File: src/sv/assert_macros.svh
// Assertion macros shared by the RTL.
`ifndef ASSERT_MACROS_SVH
`define ASSERT_MACROS_SVH
// Implication checked on every clock edge outside reset.
`define ASSERT_IMPL(label, clk, rst_n, ante, cons, msg) \
    label: assert property (@(posedge clk) disable iff (!rst_n) (ante) |-> (cons)) \
        else $error(msg);
// Next-cycle implication checked outside reset.
`define ASSERT_NEXT(label, clk, rst_n, ante, cons, msg) \
    label: assert property (@(posedge clk) disable iff (!rst_n) (ante) |=> (cons)) \
        else $error(msg);
`endif

File: src/sv/drs_pkg.sv
// ----------------------------------------------------------------------------
// drs_pkg
// Constants and types shared by the deadline request scheduler.
// ----------------------------------------------------------------------------
package drs_pkg;
    localparam int NUM_TAGS    = 64;
    localparam int TAG_W       = $clog2(NUM_TAGS);
    localparam int CNT_W       = $clog2(NUM_TAGS + 1);
    localparam int SECTOR_BITS = 48;

    localparam logic [1:0] CMD_INSERT   = 2'd0;
    localparam logic [1:0] CMD_DISPATCH = 2'd1;
    localparam logic [1:0] CMD_TICK     = 2'd2;
    localparam logic [1:0] CMD_NONE     = 2'd3;

    localparam logic [1:0] ST_OK    = 2'd0;
    localparam logic [1:0] ST_EMPTY = 2'd1;
    localparam logic [1:0] ST_DUP   = 2'd2;
    localparam logic [1:0] ST_TICK  = 2'd3;

    localparam logic [1:0] CFG_READ_EXP  = 2'd0;
    localparam logic [1:0] CFG_WRITE_EXP = 2'd1;
    localparam logic [1:0] CFG_STARVE    = 2'd2;

    // Scan request to the table unit and its answers.
    typedef struct packed {
        logic             start;
        logic             find_succ;
        logic             dir;
        logic [TAG_W-1:0] ref_tag;
    } t_scan_req;

    typedef struct packed {
        logic             done;
        logic             found_r;
        logic [TAG_W-1:0] tag_r;
        logic             found_w;
        logic [TAG_W-1:0] tag_w;
    } t_scan_rsp;
endpackage

File: src/sv/drs_scan.sv
// ----------------------------------------------------------------------------
// drs_scan
// Sequential scan over the request table: oldest per direction or successor.
// ----------------------------------------------------------------------------
module drs_scan import drs_pkg::*; (
    input  logic                   i_clk,
    input  logic                   i_rst_n,
    input  t_scan_req              i_req,
    input  logic [NUM_TAGS-1:0]    i_sorted_r,
    input  logic [NUM_TAGS-1:0]    i_sorted_w,
    input  logic [31:0]            i_arrival_counter,
    input  logic [SECTOR_BITS-1:0] i_rd_sector,
    input  logic [31:0]            i_rd_arrival,
    output logic [TAG_W-1:0]       o_rd_addr,
    output t_scan_rsp              o_rsp
);
    logic                   r_busy, r_first;
    logic                   r_succ, r_dir;
    logic [TAG_W:0]         r_idx;
    logic [TAG_W-1:0]       r_ref;
    logic [SECTOR_BITS-1:0] r_ref_sec;
    logic [31:0]            r_ref_age;
    logic                   r_fr, r_fw;
    logic [TAG_W-1:0]       r_tr, r_tw;
    logic [31:0]            r_age_r, r_age_w;
    logic [SECTOR_BITS-1:0] r_sec_b;
    logic                   r_done;

    logic [TAG_W-1:0]       cur;
    logic [31:0]            age;
    logic                   ref_before, cand_before;

    assign cur = r_idx[TAG_W-1:0] - TAG_W'(1);
    assign o_rd_addr = r_first ? r_ref : r_idx[TAG_W-1:0];
    assign age = i_arrival_counter - i_rd_arrival;

    // Data at cycle k belongs to entry cur (address issued in the previous cycle).
    assign ref_before  = (r_ref_sec != i_rd_sector) ? (r_ref_sec < i_rd_sector)
                                                    : (r_ref_age > age);
    assign cand_before = (i_rd_sector != r_sec_b) ? (i_rd_sector < r_sec_b)
                                                  : (age > r_age_r);

    always_ff @(posedge i_clk) begin
        if (!i_rst_n) begin
            r_busy <= 1'b0;
            r_done <= 1'b0;
        end else begin
            r_done <= 1'b0;
            if (i_req.start) begin
                r_busy  <= 1'b1;
                r_first <= i_req.find_succ;
                r_succ  <= i_req.find_succ;
                r_dir   <= i_req.dir;
                r_ref   <= i_req.ref_tag;
                r_idx   <= '0;
                r_fr    <= 1'b0;
                r_fw    <= 1'b0;
            end else if (r_busy) begin
                if (r_first) begin
                    r_first <= 1'b0;
                end else if (r_idx == '0) begin
                    r_idx <= r_idx + 1'b1;
                    if (r_succ) begin
                        r_ref_sec <= i_rd_sector;
                        r_ref_age <= age;
                    end
                end else begin
                    if (r_succ) begin
                        if ((r_dir ? i_sorted_w[cur] : i_sorted_r[cur]) && cur != r_ref
                            && ref_before && (!r_fr || cand_before)) begin
                            r_fr    <= 1'b1;
                            r_tr    <= cur;
                            r_sec_b <= i_rd_sector;
                            r_age_r <= age;
                        end
                    end else begin
                        if (i_sorted_r[cur] && (!r_fr || age > r_age_r)) begin
                            r_fr <= 1'b1; r_tr <= cur; r_age_r <= age;
                        end
                        if (i_sorted_w[cur] && (!r_fw || age > r_age_w)) begin
                            r_fw <= 1'b1; r_tw <= cur; r_age_w <= age;
                        end
                    end
                    if (r_idx == (TAG_W+1)'(NUM_TAGS)) begin
                        r_busy <= 1'b0;
                        r_done <= 1'b1;
                    end else begin
                        r_idx <= r_idx + 1'b1;
                    end
                end
            end
        end
    end

    // The first compare cycle must skip the reference load when not needed.
    assign o_rsp.done    = r_done;
    assign o_rsp.found_r = r_fr;
    assign o_rsp.tag_r   = r_tr;
    assign o_rsp.found_w = r_fw;
    assign o_rsp.tag_w   = r_tw;
endmodule

File: config.mk
export PLATFORM = sky130hd
export DESIGN_NAME = drs_scan
export DESIGN_NICKNAME = d
export VERILOG_FILES = /design/src/sv/assert_macros.svh /design/src/sv/drs_pkg.sv /design/src/sv/drs_scan.sv
export SDC_FILE = /design/constraint.sdc
export NUM_CORES = 1
export LEC_CHECK = 0
export ABC_AREA = 1
export ABC_CLOCK_PERIOD_IN_PS = 8950
export BUFFER_PORTS_ARGS = -buffer_cell sky130_fd_sc_hd__buf_2
export CAP_MARGIN = 20
export CORE_UTILIZATION = 51
export DETAILED_ROUTE_END_ITERATION = 10
export PLACE_DENSITY = 0.82
export SYNTH_ARGS = -nofsm -noshare
export SYNTH_HDL_FRONTEND = slang
export SYNTH_SLANG_ARGS = --single-unit
File: constraint.sdc
create_clock -name i_clk -period 8.95 [get_ports i_clk]
set_clock_uncertainty 0.2 [all_clocks]
set_input_delay 1.3425 -clock i_clk [delete_from_list [all_inputs] [get_ports i_clk]]
set_output_delay 1.3425 -clock i_clk [all_outputs]
set_load 0.03 [all_outputs]
==> flow_summary.json <==
{
  "drive_gt1_share_pct": 19.0,
  "place_area_sq_mm": 0.0170,
  "hp-start": "r_idx[0]",
  "cts_buffers": 24,
  "place_congestion": 0.874,
  "r2r-end": "r_sec_b[0]",
  "whs_path_depth": 1,
  "cts_max_level": 1,
  "ir_worst_vdd_v": 0.000138,
  "synth_top_family_by_area": "adder cells",
  "max_freq_mhz": 155,
  "synth-main-ff-cell": "edfxtp_1",
  "synth_area_leaders": "edfxtp_1 44%, ha_1 18%, inv_1 7.6%",
  "reg2reg_setup_slack_ps": 4100,
  "synth_edf_count": 222,
  "slowest_stage": "or4_1",
  "syn_avg_cell_area_sq_um": 9.42,
  "synth_compound_area_share_pct": 12.9,
  "yosysTopAreaCellShare_pct": 43.8,
  "status": "completed",
  "synthXorXnorAreaFrac_pct": 2.39,
  "start_util_pct": 52.5,
  "drv_cap": 0,
  "grtUsageTotal_pct": 23.9,
  "first_global_vias": 12400,
  "synth.distinct_cells": 55,
  "synthArstFlopShare_pct": 0,
  "cp.arrival_ps": 6480,
  "num_vias": 12500,
  "synth.most_common_cell": "inv_1",
  "power.static_leakage_nw": 8.45,
  "via_per_inst": 5.46,
  "setup_violations": 0,
  "crit_required_ps": 8970,
  "nets": 2368,
  "clk_latency_ps": 520,
  "route.detailed.drc": 0,
  "cts.path.max_buffers": 3,
  "root_buffer": "clkbuf_16",
  "clock_sinks": 224,
  "synth_cells": 1617,
  "die-width_um": 175,
  "synthAdderAreaFrac_pct": 18.5,
  "finalCritPeriodShare_pct": 72.2,
  "clk_pin_slew_ps": 60,
  "synthMuxAreaShare_pct": 0,
  "fin_setup_tns_ps": 0,
  "period_needed_ps": 6460,
  "maxSlewHeadroom_pct": 30.2,
  "yosys.area.top_type": "edfxtp_1",
  "post_cts_buffers": 0,
  "grt_max_degree": 72,
  "area_growth_pct": 17.0,
  "hold_end": "r_tw[0]",
  "ys_ff_latch": 224,
  "finalHoldViolCount": 0,
  "grt_antenna_before_repair": 1,
  "rsz0062_at_grt": "no",
  "drt-initial-drc-count": 712,
  "p_per_area_mw_per_mm2": 161,
  "synthTopCellsByCount": "310 x inv_1, 223 x ha_1, 222 x edfxtp_1",
  "crit_path_max_incr_delay_ps": 520,
  "cp-start-kind": "primary input",
  "dpl.hpwl_mm": 28.2,
  "cts_tree": "built",
  "wl_per_cell_um": 16.1,
  "worst_pin_slew_ps": 1050,
  "ys_seq_area_share_pct": 44.0,
  "power_w": 0.00286,
  "slew_viol_final": 0,
  "critPathMaxFanout": 22,
  "yosys.area_share.simple_pct": 13.4,
  "drt-total-wl_mm": 37.0,
  "cts_resized": 0,
  "placementRows": 62,
  "hold_class": "reg -> reg",
  "synth.net_count": 2092,
  "hold_buffers": 0,
  "reg2reg_from": "r_idx[0]",
  "grt-ovfl-total": 0,
  "path_delay_family": "simple AND/OR/NAND/NOR gates",
  "reg2reg_depth": 15,
  "io_pins": 272,
  "firstDrtPassIters": 5,
  "final_cell_area_sq_mm": 0.0178,
  "io_buffers": 271,
  "path_buf_inv": 6,
  "syn_area_sq_mm": 0.0152,
  "postRouteAntennaNets": 0,
  "core_area_sq_mm": 0.0290,
  "crit_path_end_kind": "register",
  "die_h_um": 175,
  "cp_common_cell": "nand2_1",
  "dieArea_sq_mm": 0.0306,
  "crit_type": "in -> reg",
  "yosysWarnings": 0,
  "grt_pass1_wl_mm": 59.3
}
## layout make-up
cell class | count | area [sq um]
antenna | 1 | 2.50
tap | 384 | 480
clock buffer | 28 | 616
multi-input combinational | 1044 | 7200
sequential | 224 | 6710
inverter | 320 | 1200
clock inverter | 16 | 139
fill | 2381 | 11200
timing repair buffer | 279 | 1470
## flip-flops by register name (all words and copies together), names as in the netlist
signal	cells
r_succ	1
r_first	1
r_done	1
r_ref_age	32
r_dir	1
r_age_r	32
r_ref	6
r_ref_sec	48
r_age_w	32
r_idx	7
r_tr	6
r_fw	1
r_tw	6
r_fr	1
r_busy	1
r_sec_b	48
## cells by family (layout without fill, tap and decap cells)
family | Yosys count | in the layout
other | 0 | 1
adders and majority gates | 224 | 224
AOI/OAI and AO/OA | 330 | 330
and+or+nand+nor | 454 | 454
xor gates and xnor gates | 36 | 36
buffers and inverters | 349 | 643
DFF | 224 | 224
## power by group
group	internal, W	leakage, nW	switching (W)
clock network	0.000550	0.356	0.000407
logic	0.000259	6.06	0.000442
registers	0.00119	2.02	0.00000861
## placed cells by master, fill, tap and decap left out, types with 3 or more instances in the layout
| cell | netlist | routed |
|---|---|---|
| inv_1 | 310 | 310 |
| buf_2 | 8 | 271 |
| ha_1 | 223 | 223 |
| edfxtp_1 | 222 | 222 |
| nand2_1 | 176 | 176 |
| nor2_1 | 129 | 126 |
| a21oi_1 | 116 | 116 |
| o21ai_0 | 95 | 95 |
| nand3_1 | 60 | 60 |
| nand4_1 | 28 | 28 |
| clkbuf_16 | 0 | 24 |
| xor2_1 | 23 | 23 |
| o211ai_1 | 23 | 23 |
| nor3_1 | 23 | 22 |
| o221ai_1 | 21 | 21 |
| o22ai_1 | 16 | 16 |
| a211oi_1 | 11 | 11 |
| inv_2 | 10 | 10 |
| nand2_2 | 9 | 9 |
| o21bai_1 | 9 | 9 |
| xnor2_1 | 8 | 8 |
| clkinv_1 | 0 | 8 |
| a31oi_1 | 7 | 7 |
| a21o_1 | 7 | 7 |
| nand3_2 | 5 | 5 |
| nor4_1 | 5 | 5 |
| nor2_2 | 4 | 4 |
| nand2_4 | 4 | 4 |
| xor2_2 | 4 | 4 |
| o21ai_1 | 4 | 4 |
| o21a_1 | 4 | 4 |
| clkbuf_1 | 12 | 4 |
| buf_4 | 9 | 4 |
| o21ai_2 | 3 | 3 |
| nor2_4 | 0 | 3 |
| clkinvlp_4 | 0 | 3 |
## routing by layer
metal	vias up	track usage [%]	share of wire, %
li1	6159	-	-
met1	5833	31.0	43
met2	468	41.5	49
met3	73	3.05	6.2
met4	0	7.21	2.6
met5	-	0	0
## through the flow
stage | hold WS (ps) | utilization [%] | worst slack (ps) | std cells
floorplan | 401 | - | 1390 | 1617
global placement | 435 | 58.5 | 1930 | 2247
detailed placement | 451 | 58.5 | 1730 | 2247
CTS | 483 | 61.1 | 2250 | 2291
global route | 460 | 61.4 | 2110 | 2296
finish | 418 | 61.4 | 2490 | 2296
## how the worst max path moves through the flow
stage	cells past startpoint	startpoint	endpoint	slack, ps
after floorplan	31	i_arrival_counter[0]	r_sec_b[0]	1390
after global placement	34	i_arrival_counter[0]	r_age_r[26]	1930
after detailed placement	34	i_arrival_counter[0]	r_age_r[15]	1730
after CTS	34	i_arrival_counter[0]	r_age_r[13]	2250
after global routing	35	i_arrival_counter[0]	r_age_r[27]	2110
final	35	i_arrival_counter[0]	r_age_r[26]	2490
No activity file was read; power rests on OpenSTA's default activity.
